--- src/hw/rtl/awah_pkg.sv ---
// Shared widths, register codes, constants and request types for the window average block.
package awah_pkg;

	// Field widths.
	localparam int ADC_W     = 10;
	localparam int MV_W      = 12;
	localparam int FS_W      = 10;
	localparam int PCT_W     = 13;
	localparam int CFG_W     = 12;
	localparam int CFG_IDX_W = 2;

	// Largest ADC code; it sets how wide the running sum must be.
	localparam int ADC_MAX = (1 << ADC_W) - 1;

	// Serial arithmetic sizes: the product avg * ref is the widest dividend.
	localparam int PROD_W     = ADC_W + MV_W;
	localparam int DIV_W      = PROD_W;
	localparam int DVR_W      = 12;
	localparam int DIV_STEPS  = DIV_W / 2;
	localparam int MUL_STEPS  = ADC_W;
	localparam int DIV_CNT_W  = $clog2(DIV_STEPS);
	localparam int MUL_CNT_W  = $clog2(MUL_STEPS);

	// Configuration register indexes.
	localparam logic [CFG_IDX_W-1:0] REG_REF_MV     = 2'd0;
	localparam logic [CFG_IDX_W-1:0] REG_FULL_SCALE = 2'd1;
	localparam logic [CFG_IDX_W-1:0] REG_SPAN_MV    = 2'd2;

	// Register reset values.
	localparam logic [MV_W-1:0] REF_MV_RST  = 12'd3000;
	localparam logic [FS_W-1:0] FS_RST      = 10'd1023;
	localparam logic [MV_W-1:0] SPAN_MV_RST = 12'd1000;

	// Saturation limits and the percent scale.
	localparam logic [MV_W-1:0] MV_MAX    = 12'd4095;
	localparam logic [MV_W-1:0] PCT_MAX   = 12'd4095;
	localparam logic [6:0]      PCT_SCALE = 7'd100;

	// Start request for the shared serial divider.
	typedef struct packed {
		logic             start;
		logic [DIV_W-1:0] dividend;
		logic [DVR_W-1:0] divisor;
	} div_req_t;

	// Start request for the serial multiplier.
	typedef struct packed {
		logic             start;
		logic [ADC_W-1:0] mplier;
		logic [MV_W-1:0]  mcand;
	} mul_req_t;

endpackage

--- src/hw/rtl/awah_mul.sv ---
// Bit-serial shift-and-add multiplier, one multiplier bit per cycle.
module awah_mul import awah_pkg::*; (
	input  logic              clk,
	input  logic              arst_n,
	input  mul_req_t          req,
	output logic              done,
	output logic [PROD_W-1:0] product
);

	logic [PROD_W-1:0]    acc_q;
	logic [PROD_W-1:0]    mcand_q;
	logic [ADC_W-1:0]     mplier_q;
	logic [MUL_CNT_W-1:0] cnt_q;
	logic                 busy_q;
	logic                 done_q;

	// Step counter and completion pulse.
	always_ff @(posedge clk or negedge arst_n) begin
		if (!arst_n) begin
			busy_q <= 1'b0;
			done_q <= 1'b0;
			cnt_q  <= '0;
		end else begin
			done_q <= 1'b0;
			if (req.start) begin
				busy_q <= 1'b1;
				cnt_q  <= '0;
			end else if (busy_q) begin
				if (cnt_q == MUL_CNT_W'(MUL_STEPS - 1)) begin
					busy_q <= 1'b0;
					done_q <= 1'b1;
				end else begin
					cnt_q <= cnt_q + 1'b1;
				end
			end
		end
	end

	// Each step adds the shifted multiplicand when the low multiplier bit is set.
	always_ff @(posedge clk) begin
		if (req.start) begin
			acc_q    <= '0;
			mcand_q  <= PROD_W'(req.mcand);
			mplier_q <= req.mplier;
		end else if (busy_q) begin
			if (mplier_q[0]) begin
				acc_q <= acc_q + mcand_q;
			end
			mcand_q  <= {mcand_q[PROD_W-2:0], 1'b0};
			mplier_q <= {1'b0, mplier_q[ADC_W-1:1]};
		end
	end

	assign done    = done_q;
	assign product = acc_q;

endmodule

--- src/hw/rtl/awah_div.sv ---
// Restoring serial divider that retires two quotient bits per cycle.
module awah_div import awah_pkg::*; (
	input  logic             clk,
	input  logic             arst_n,
	input  div_req_t         req,
	output logic             done,
	output logic [DIV_W-1:0] quotient
);

	logic [DIV_W-1:0]     num_q;
	logic [DVR_W-1:0]     rem_q;
	logic [DVR_W-1:0]     dvr_q;
	logic [DIV_CNT_W-1:0] cnt_q;
	logic                 busy_q;
	logic                 done_q;
	logic [DIV_W-1:0]     num_nx;
	logic [DVR_W-1:0]     rem_nx;

	// Two compare-and-subtract steps; quotient bits shift in behind the dividend.
	// A zero divisor yields an all-ones quotient.
	always_comb begin
		logic [DVR_W:0] trial;
		num_nx = num_q;
		rem_nx = rem_q;
		trial  = '0;
		for (int k = 0; k < 2; k++) begin
			trial  = {rem_nx, num_nx[DIV_W-1]};
			num_nx = {num_nx[DIV_W-2:0], 1'b0};
			if (trial >= {1'b0, dvr_q}) begin
				trial     = trial - {1'b0, dvr_q};
				num_nx[0] = 1'b1;
			end
			rem_nx = trial[DVR_W-1:0];
		end
	end

	// Step counter and completion pulse.
	always_ff @(posedge clk or negedge arst_n) begin
		if (!arst_n) begin
			busy_q <= 1'b0;
			done_q <= 1'b0;
			cnt_q  <= '0;
		end else begin
			done_q <= 1'b0;
			if (req.start) begin
				busy_q <= 1'b1;
				cnt_q  <= '0;
			end else if (busy_q) begin
				if (cnt_q == DIV_CNT_W'(DIV_STEPS - 1)) begin
					busy_q <= 1'b0;
					done_q <= 1'b1;
				end else begin
					cnt_q <= cnt_q + 1'b1;
				end
			end
		end
	end

	// Datapath shift registers.
	always_ff @(posedge clk) begin
		if (req.start) begin
			num_q <= req.dividend;
			rem_q <= '0;
			dvr_q <= req.divisor;
		end else if (busy_q) begin
			num_q <= num_nx;
			rem_q <= rem_nx;
		end
	end

	assign done     = done_q;
	assign quotient = num_q;

endmodule

--- src/hw/rtl/awah_ring.sv ---
// Sample ring memory with write pointer, fill flag and running sum.
module awah_ring import awah_pkg::*; #(
	parameter int WINDOW = 100
) (
	input  logic             clk,
	input  logic             arst_n,
	input  logic             take,
	input  logic [ADC_W-1:0] sample,
	input  logic             commit,
	output logic [DIV_W-1:0] sum,
	output logic             full
);

	localparam int SUM_W = $clog2(WINDOW * ADC_MAX + 1);
	localparam int IDX_W = (WINDOW > 1) ? $clog2(WINDOW) : 1;
	localparam logic [IDX_W-1:0] LAST_IDX = IDX_W'(WINDOW - 1);

	logic [ADC_W-1:0] ring_mem [WINDOW];
	logic [ADC_W-1:0] old_s1;
	logic [ADC_W-1:0] new_s1;
	logic [ADC_W-1:0] old_val;
	logic [IDX_W-1:0] wr_idx_q;
	logic [SUM_W-1:0] sum_q;
	logic             full_q;

	// Read the oldest entry when the beat is taken; keep the new sample beside it.
	always_ff @(posedge clk) begin
		if (take) begin
			old_s1 <= ring_mem[wr_idx_q];
			new_s1 <= sample;
		end
	end

	// Overwrite the oldest entry in the cycle after the beat is taken.
	always_ff @(posedge clk) begin
		if (commit) begin
			ring_mem[wr_idx_q] <= new_s1;
		end
	end

	// Writes go in order, so an entry is unwritten until the first wrap and counts as zero.
	assign old_val = full_q ? old_s1 : '0;

	// Running sum, pointer and fill flag.
	always_ff @(posedge clk or negedge arst_n) begin
		if (!arst_n) begin
			sum_q    <= '0;
			wr_idx_q <= '0;
			full_q   <= 1'b0;
		end else if (commit) begin
			sum_q <= sum_q - SUM_W'(old_val) + SUM_W'(new_s1);
			if (wr_idx_q == LAST_IDX) begin
				wr_idx_q <= '0;
				full_q   <= 1'b1;
			end else begin
				wr_idx_q <= wr_idx_q + 1'b1;
			end
		end
	end

	assign sum  = DIV_W'(sum_q);
	assign full = full_q;

endmodule

--- src/hw/rtl/adc_window_average_height.sv ---
// Top level: boxcar average of ADC samples, millivolt level, reference and percent height.
// Flow: a new input beat is taken only in the idle state, once the last result is loaded for output;
// each item uses the shared serial divider (average, millivolt and, once calibrated, percent
// passes) and the serial multiplier.
// Reset: asynchronous active low; configuration returns to defaults, ring reads as zero
// until each entry is first written, reference and calibrated flag clear.
module adc_window_average_height import awah_pkg::*; #(
	parameter int WINDOW = 100
) (
	input  logic                    clk,
	input  logic                    arst_n,
	input  logic                    cfg_we,
	input  logic [CFG_IDX_W-1:0]    cfg_idx,
	input  logic [CFG_W-1:0]        cfg_data,
	input  logic                    in_valid,
	output logic                    in_ready,
	input  logic [ADC_W-1:0]        adc_sample,
	output logic                    out_valid,
	input  logic                    out_ready,
	output logic [MV_W-1:0]         level_mv,
	output logic [MV_W-1:0]         reference_mv,
	output logic signed [PCT_W-1:0] height_percent,
	output logic                    calibrated
);

	localparam logic [3:0] S_IDLE = 4'd0;
	localparam logic [3:0] S_UPD  = 4'd1;
	localparam logic [3:0] S_AVG  = 4'd2;
	localparam logic [3:0] S_AVGW = 4'd3;
	localparam logic [3:0] S_MULW = 4'd4;
	localparam logic [3:0] S_LVLW = 4'd5;
	localparam logic [3:0] S_HGT  = 4'd6;
	localparam logic [3:0] S_HGTW = 4'd7;
	localparam logic [3:0] S_OUT  = 4'd8;

	logic [3:0]              state_q;
	logic [MV_W-1:0]         ref_mv_q;
	logic [FS_W-1:0]         fs_q;
	logic [MV_W-1:0]         span_q;
	logic [MV_W-1:0]         ref_lvl_q;
	logic                    cal_q;
	logic [MV_W-1:0]         level_q;
	logic signed [PCT_W-1:0] height_q;
	logic                    out_valid_q;
	logic [MV_W-1:0]         level_o_q;
	logic [MV_W-1:0]         ref_o_q;
	logic signed [PCT_W-1:0] height_o_q;
	logic                    cal_o_q;

	logic                    in_take;
	logic [DIV_W-1:0]        ring_sum;
	logic                    ring_full;
	div_req_t                div_req;
	logic                    div_done;
	logic [DIV_W-1:0]        quotient;
	mul_req_t                mul_req;
	logic                    mul_done;
	logic [PROD_W-1:0]       product;
	logic                    q_big;
	logic [MV_W-1:0]         level_sat;
	logic [MV_W-1:0]         hmag_sat;
	logic [PCT_W-1:0]        diff;
	logic [PCT_W-1:0]        diff_abs;
	logic                    diff_neg;
	logic [DIV_W-1:0]        hgt_dividend;

	assign in_ready = (state_q == S_IDLE);
	assign in_take  = in_valid && in_ready;

	awah_ring #(
		.WINDOW(WINDOW)
	) u_ring (
		.clk    (clk),
		.arst_n (arst_n),
		.take   (in_take),
		.sample (adc_sample),
		.commit (state_q == S_UPD),
		.sum    (ring_sum),
		.full   (ring_full)
	);

	awah_div u_div (
		.clk      (clk),
		.arst_n   (arst_n),
		.req      (div_req),
		.done     (div_done),
		.quotient (quotient)
	);

	awah_mul u_mul (
		.clk     (clk),
		.arst_n  (arst_n),
		.req     (mul_req),
		.done    (mul_done),
		.product (product)
	);

	// Configuration registers; unknown indexes are ignored.
	always_ff @(posedge clk or negedge arst_n) begin
		if (!arst_n) begin
			ref_mv_q <= REF_MV_RST;
			fs_q     <= FS_RST;
			span_q   <= SPAN_MV_RST;
		end else if (cfg_we) begin
			case (cfg_idx)
				REG_REF_MV:     ref_mv_q <= cfg_data[MV_W-1:0];
				REG_FULL_SCALE: fs_q     <= cfg_data[FS_W-1:0];
				REG_SPAN_MV:    span_q   <= cfg_data[MV_W-1:0];
				default: ;
			endcase
		end
	end

	// Quotient saturation, shared by the level and height passes.
	assign q_big     = |quotient[DIV_W-1:MV_W];
	assign level_sat = q_big ? MV_MAX : quotient[MV_W-1:0];
	assign hmag_sat  = q_big ? PCT_MAX : quotient[MV_W-1:0];

	// Signed reference minus level, as sign and magnitude.
	assign diff         = {1'b0, ref_lvl_q} - {1'b0, level_q};
	assign diff_neg     = diff[PCT_W-1];
	assign diff_abs     = diff_neg ? (PCT_W'(0) - diff) : diff;
	assign hgt_dividend = DIV_W'(diff_abs[MV_W-1:0]) * DIV_W'(PCT_SCALE);

	// Divider requests: average, millivolt conversion, percent height.
	always_comb begin
		div_req = '0;
		case (state_q)
			S_AVG: begin
				div_req.start    = 1'b1;
				div_req.dividend = ring_sum;
				div_req.divisor  = DVR_W'(WINDOW);
			end
			S_MULW: begin
				div_req.start    = mul_done;
				div_req.dividend = DIV_W'(product);
				div_req.divisor  = DVR_W'(fs_q);
			end
			S_HGT: begin
				div_req.start    = cal_q && (diff != '0) && (span_q != '0);
				div_req.dividend = hgt_dividend;
				div_req.divisor  = span_q;
			end
			default: ;
		endcase
	end

	// Average times reference millivolts.
	always_comb begin
		mul_req.start  = (state_q == S_AVGW) && div_done;
		mul_req.mplier = quotient[ADC_W-1:0];
		mul_req.mcand  = ref_mv_q;
	end

	// Sequencer, calibration latch and output register.
	always_ff @(posedge clk or negedge arst_n) begin
		if (!arst_n) begin
			state_q     <= S_IDLE;
			ref_lvl_q   <= '0;
			cal_q       <= 1'b0;
			out_valid_q <= 1'b0;
			level_o_q   <= '0;
			ref_o_q     <= '0;
			height_o_q  <= '0;
			cal_o_q     <= 1'b0;
		end else begin
			// The result beat rises when loaded and drops once taken.
			if ((state_q == S_OUT) && (!out_valid_q || out_ready)) begin
				out_valid_q <= 1'b1;
			end else if (out_ready) begin
				out_valid_q <= 1'b0;
			end
			case (state_q)
				S_IDLE: begin
					if (in_valid) begin
						state_q <= S_UPD;
					end
				end
				S_UPD: begin
					state_q <= S_AVG;
				end
				S_AVG: begin
					state_q <= S_AVGW;
				end
				S_AVGW: begin
					if (div_done) begin
						state_q <= S_MULW;
					end
				end
				S_MULW: begin
					if (mul_done) begin
						state_q <= S_LVLW;
					end
				end
				S_LVLW: begin
					if (div_done) begin
						if (ring_full && !cal_q) begin
							ref_lvl_q <= level_sat;
							cal_q     <= 1'b1;
						end
						state_q <= S_HGT;
					end
				end
				S_HGT: begin
					if (div_req.start) begin
						state_q <= S_HGTW;
					end else begin
						state_q <= S_OUT;
					end
				end
				S_HGTW: begin
					if (div_done) begin
						state_q <= S_OUT;
					end
				end
				S_OUT: begin
					if (!out_valid_q || out_ready) begin
						level_o_q   <= level_q;
						ref_o_q     <= ref_lvl_q;
						height_o_q  <= height_q;
						cal_o_q     <= cal_q;
						state_q     <= S_IDLE;
					end
				end
				default: begin
					state_q <= S_IDLE;
				end
			endcase
		end
	end

	// Level and height working registers.
	always_ff @(posedge clk) begin
		if ((state_q == S_LVLW) && div_done) begin
			level_q <= level_sat;
		end
		if (state_q == S_HGT) begin
			// Zero before calibration or for equal levels; full scale by sign on zero span.
			if (!cal_q || (diff == '0)) begin
				height_q <= '0;
			end else if (span_q == '0) begin
				height_q <= diff_neg ? (PCT_W'(0) - {1'b0, PCT_MAX}) : {1'b0, PCT_MAX};
			end
		end
		if ((state_q == S_HGTW) && div_done) begin
			height_q <= diff_neg ? (PCT_W'(0) - {1'b0, hmag_sat}) : {1'b0, hmag_sat};
		end
	end

	assign out_valid      = out_valid_q;
	assign level_mv       = level_o_q;
	assign reference_mv   = ref_o_q;
	assign height_percent = height_o_q;
	assign calibrated     = cal_o_q;

endmodule

--- config.mk ---
export PLATFORM = sky130hd
export DESIGN_NAME = adc_window_average_height
export DESIGN_NICKNAME = d
export VERILOG_FILES = /design/src/hw/rtl/awah_pkg.sv /design/src/hw/rtl/awah_mul.sv /design/src/hw/rtl/awah_div.sv /design/src/hw/rtl/awah_ring.sv /design/src/hw/rtl/adc_window_average_height.sv
export SDC_FILE = /design/constraint.sdc
export NUM_CORES = 2
export LEC_CHECK = 0
export ABC_AREA = 1
export BUFFER_PORTS_ARGS = -buffer_cell sky130_fd_sc_hd__buf_2
export CAP_MARGIN = 0
export CORE_UTILIZATION = 57
export DETAILED_ROUTE_END_ITERATION = 7
export GPL_TIMING_DRIVEN = 0
export PLACE_DENSITY = 0.72
export SLEW_MARGIN = 40
export SYNTH_ARGS = -nofsm -noshare
export SYNTH_HDL_FRONTEND = slang
export SYNTH_HIERARCHICAL = 1
export SYNTH_SLANG_ARGS = --single-unit
export TNS_END_PERCENT = 30
--- constraint.sdc ---
create_clock -name clk -period 4.98 [get_ports clk]
set_input_delay 1.245 -clock clk [delete_from_list [all_inputs] [get_ports clk]]
set_output_delay 1.245 -clock clk [all_outputs]
set_load 0.005 [all_outputs]
# Word level (Yosys, flattened, before mapping)
# Memory sizes are Yosys's and may differ from the RTL's. A register that Yosys moved wholly into a read port is not among the register bits.
# Index checks and enable logic that the tools add are counted.
# W data, S select, Z words.
# totals
regBits	262
output_inout_bits	40
n_memories	1
ramBits	1000
word_cells	152
# mem_list
memory	words	word_bits	read_ports	rd_clocked_by_memory_dff	write_ports	line	rtl
u_ring.ring_mem	100	10	1	1	1	awah_ring.sv:18	logic [ADC_W-1:0] ring_mem [WINDOW];
# op_classes
mul	1
order_cmp	2
reduce_logical	35
n_addsub	11
eq_ne	21
n_mux	51
# ops
op	count
$pmux W35 S3	1
$mux W13	6
$mux W12	6
$mux W4	13
$mux W22	2
$pmux W4 S9	1
$mux W10	3
$ge A13 B12 Y1	2
$sub A12 B12 Y12	2
$add A22 B22 Y22	1
$mux W1	18
$reduce_and A2 Y1	9
$add A17 B10 Y17	1
$mul A12 B5 Y17 const B	1
$sub A17 B10 Y17	1
$eq A4 B3 Y1 const B	4
$logic_not A13 Y1	1
$reduce_bool A13 Y1	1
$sub A1 B12 Y13 const A	1
$sub A12 B12 Y13	1
$eq A4 B4 Y1 const B	3
$logic_not A12 Y1	1
$reduce_bool A12 Y1	1
$sub A1 B12 Y12 const A	1
other kinds (20)	40

# Depth between registers and ports, before layout
# depth
depth_word	7
ltp_mapped	34

# By module
# The synthesis kept the hierarchy.
# modules_own_cells
mod	seq_area_each_um2	area_per_inst_um2	cells_per_inst	instances
awah_ring	31255.0	44272.5	4259	1
adc_window_average_height	3031.7	7537.2	914	1
awah_mul	1451.4	3842.4	570	1
awah_div	1411.4	3731.1	491	1

# Worst setup path before layout
# Ideal clock, no wire load.
# synth_timing
kind	register -> register
startpoint	register ref_lvl_q[0]
endpoint	register u_div.num_q[18], in the netlist u_div/quotient[18], data pin
setup_slack_ns	0.198
arrival_time_ns	4.529
t_required_ns	4.727
synth_period_minus_slack_ns	4.782
stages_incl_launch_ff	33
cell_sequence	dfrtp_1 > inv_1 > ha_1 > inv_1 > fa_1 > inv_1 > ha_1 > inv_1 > nor2_1 > nand3_2 > nor2_2 > nand2_2 > nand2_2 > xor2_2 > inv_2 > ha_1 > ha_1 > inv_1 > fa_1 > inv_1 > ha_1 > nand2_1 > nor3_1 > a21o_1 > nand2_1 > nor2_1 > nand3_1 > nand2_1 > nand2_1 > nand2_1 > o21bai_1 > nand2_1 > nand2_1
# synth_lines
item	line	rtl
start: declaration	adc_window_average_height.sv:40	logic [MV_W-1:0] ref_lvl_q;
start signal: assignment	adc_window_average_height.sv:198	ref_lvl_q <= level_sat;
end signal: assignment	awah_div.sv:62	num_q <= req.dividend;
end signal: assignment	awah_div.sv:66	num_q <= num_nx;
end: declaration	awah_div.sv:10	logic [DIV_W-1:0] num_q;

==> run metrics <==
FF-to-FF End=u_div/quotient[18]; Pre-antenna DRT Iters=7; Setup Skew=0.02385 ns; Netlist cell types=67; detailed placement HPWL=149.8 mm; register area share after synthesis=0.6256; share of post-route cells with drive strength above 1=0.1361; final setup TNS=0 ns; largest net degree at the start of global routing=68; WL final=213.2 mm; final worst hold slack=0.4232 ns; fin. max-slew vios=0; worst reg-to-reg path cell count=26; worst hold path type=primary input to asynchronous set/reset pin; Fmax=203.9 MHz; Core ar.=103300 sq um; status=completed; mapped cell area=59380 sq um; Residual DRC=0; Synth Flop Type=edfxtp_1; first-pass GRT wire length=299.1 mm; Iteration-0 DRC Markers=7029; Arr. time, crit path=5.42 ns; final instance area=68470 sq um; Slew headroom=0.3325; CTS root buf=clkbuf_16; post-synth top area share=0.5568; CTS H-Tree Depth=4; # hold bufs at CTS=0; RSZ-0062 raised after global routing=true; dpl cell area=63520 sq um; Leakage=29.48 nW; actual slew at the worst max-slew pin=1.001 ns; endpoints failing setup=0; vias in the first global route=44140; Crit. End Element=flip-flop; number of synthesized flops with an enable pin=1101; CP Class=flip-flop to flip-flop; vias=47620; die height=324.8 um; clock sinks=1272; fin crit share=0.9847; Rows=118; Synth area leaders=edfxtp_1 56%, nand2_1 19%, dfrtp_1 4.4%, ha_1 2.5%, nor2_1 2.5%; Power Total=41.12 mW; num ports=69; asr flop ratio synth=0.09984; most frequent cells in the layout=2938 x nand2_1, 1101 x edfxtp_1, 371 x inv_1; most common cell after layout, fill and taps aside=nand2_1; Max FO, Critical Path=5; Vias/cell=5.906; CP Launch Type=flip-flop; Critical Path RT=5.50 ns; worst skew pair latency=0.77 ns; VDD IR max=0.3591 mV; Avg Cell Area, Syn=9.526 sq um; clk slew on worst S/H paths=0.06 ns; cells after synthesis=6234; grt ovf=0; Num CTS Buffers=133; PD cells=600.5 nW/um^2; maxcap violations=0; die area=105500 sq um; Final Hold Vio Count=0; Final Core Density=0.6626; reg-to-reg setup timing slack=0.08 ns; final net count=6740; Ys Warns=6; average wire per standard cell=26.43 um; CTS Buffer Depth=3; Initial Utilization=0.5746; number of synthesized register bits=1272; gr usage total=0.3996; FF-to-FF Start=level_q[0]; minimum clock period=4.904 ns; final RePlAce weighted congestion=1.052; initial antenna violation count=5; area grow syn2layout=15.31%; Yosys top cell by area=edfxtp_1; CTS tree=built; ANT nets after route=0; die width=324.8 um; # port buffers=68
-- how the worst max path moves through the flow --
stage | start | end | slack [ns] | depth (start not counted)
after global routing | ref_lvl_q[0] | u_div/quotient[12] | -0.16 | 30
after global placement | u_ring/new_s1[2] | u_ring/sum_q[16] | -0.69 | 13
after CTS | ref_lvl_q[0] | u_div/quotient[17] | -0.06 | 23
final | level_q[0] | u_div/quotient[18] | 0.08 | 26
after detailed placement | ref_lvl_q[0] | u_div/quotient[18] | -0.60 | 33
after floorplan | ref_lvl_q[0] | u_div/quotient[18] | 0.20 | 32
-- cell families (layout without fill, tap and decap cells) --
family | after synthesis | after routing | synth area share
AOI/OAI and AO/OA | 440 | 440 | 0.04098
xor gates and xnor gates | 46 | 46 | 0.007543
adders and majority gates | 140 | 140 | 0.03203
buffers and inverters | 659 | 1101 | 0.04589
DFF | 1272 | 1272 | 0.6256
muxes | 25 | 25 | 0.004741
other | 1 | 9 | 0.00006315
and+or+nand+nor | 3651 | 3651 | 0.2432
-- sequential cells by signal, summed over array words and instances, names as in the netlist, 10 cells and up --
| signal | count |
|---|---|
| ref_lvl_q | 12 |
| u_ring/ring_mem | 1000 |
| u_div/dvr_q | 12 |
| fs_q | 10 |
| height_q | 13 |
| u_div/quotient | 22 |
| level_mv | 12 |
| u_ring/sum_q | 17 |
| ref_mv_q | 12 |
| u_div/rem_q | 12 |
| reference_mv | 12 |
| level_q | 12 |
| u_ring/new_s1 | 10 |
| u_ring/old_s1 | 10 |
| u_mul/mcand_q | 22 |
| u_mul/product | 22 |
| u_mul/mplier_q | 10 |
| span_q | 12 |
| height_percent | 13 |
-- power by group --
part | total (mW) | leakage (nW) | internal [mW] | switching (mW)
logic | 17.8 | 15.4 | 4.84 | 12.9
registers | 13.4 | 11.9 | 12.8 | 0.616
clock network | 9.93 | 2.12 | 5.71 | 4.22
total | 41.1 | 29.5 | 23.4 | 17.8
-- routing by layer --
| metal | global-route usage | share of wire | vias to the layer above |
|---|---|---|---|
| met3 | 0.1083 | 0.13 | 852 |
| met5 | 0 | 0.00020 | - |
| met1 | 0.4883 | 0.34 | 22380 |
| met2 | 0.6154 | 0.45 | 3399 |
| li1 | - | - | 20990 |
| met4 | 0.2865 | 0.085 | 6 |
-- timing repair --
| item | 4_1_cts | 5_1_grt |
|---|---|---|
| setup endpoints to repair | 8 | 9 |
| gates resized for setup | 30 | 54 |
| pin swaps | 8 | 39 |
| setup buffers | 10 | 16 |
-- critical path, cell delays in order, from the launching register on --
cell and delay (ns):
edfxtp_1 0.43, ha_4 0.20, inv_4 0.06, fa_2 0.45
buf_4 0.15, nor3_2 0.26, nand3_2 0.18, nand2_2 0.17
xor2_4 0.24, ha_4 0.24, ha_4 0.26, inv_1 0.04
fa_1 0.51, inv_2 0.05, ha_4 0.29, inv_1 0.08
nor3_4 0.15, a21o_1 0.16, nand2_2 0.07, nor2_4 0.12
nand3_2 0.09, nand2_1 0.07, nand2_1 0.05, nand2_2 0.11
o21bai_1 0.07, nand2_1 0.09, nand2_1 0.06
-- area by class of cell --
type                            instances  area (sq um)
Clock buffer                          162          3542
Timing Repair Buffer                  198          1941
Inverter                              410          1546
Antenna cell                            4         10.01
Clock inverter                         82         754.5
Multi-Input combinational cell       4307         20570
Tap cell                             1380          1727
Buffer                                249          1230
Sequential cell                      1272         37150
Fill cell                            7993         34870
-- stage by stage --
stage / worst slack (ns) / std cells
final: 0.07609 / 8064
after global routing: -0.1600 / 8060
after CTS: -0.05903 / 8043
after detailed placement: -0.6001 / 7789
after global placement: -0.6851 / 7686
after floorplan: 0.1982 / 6238
-- cells in the mapped netlist (10+ instances only) --
| library cell | number |
|---|---|
| nand2_1 | 2944 |
| edfxtp_1 | 1101 |
| nor2_1 | 393 |
| inv_1 | 382 |
| a21oi_1 | 165 |
| nand3_1 | 142 |
| o21ai_0 | 142 |
| buf_2 | 131 |
| ha_1 | 120 |
| dfrtp_1 | 104 |
| clkbuf_1 | 77 |
| o21ai_1 | 53 |
| dfxtp_1 | 44 |
| nand2_2 | 44 |
| nand4_1 | 29 |
| mux2_2 | 25 |
| buf_1 | 24 |
| xor2_1 | 24 |
| dfstp_2 | 23 |
| inv_2 | 21 |
| nor2_2 | 21 |
| fa_1 | 20 |
| nand3_2 | 20 |
| nor3_1 | 19 |
| xnor2_1 | 19 |
| buf_4 | 13 |
| o22ai_1 | 13 |
| a22o_1 | 12 |
| o21bai_1 | 11 |
| or2_1 | 10 |
Note: power is estimated with default switching activity, not from simulation.
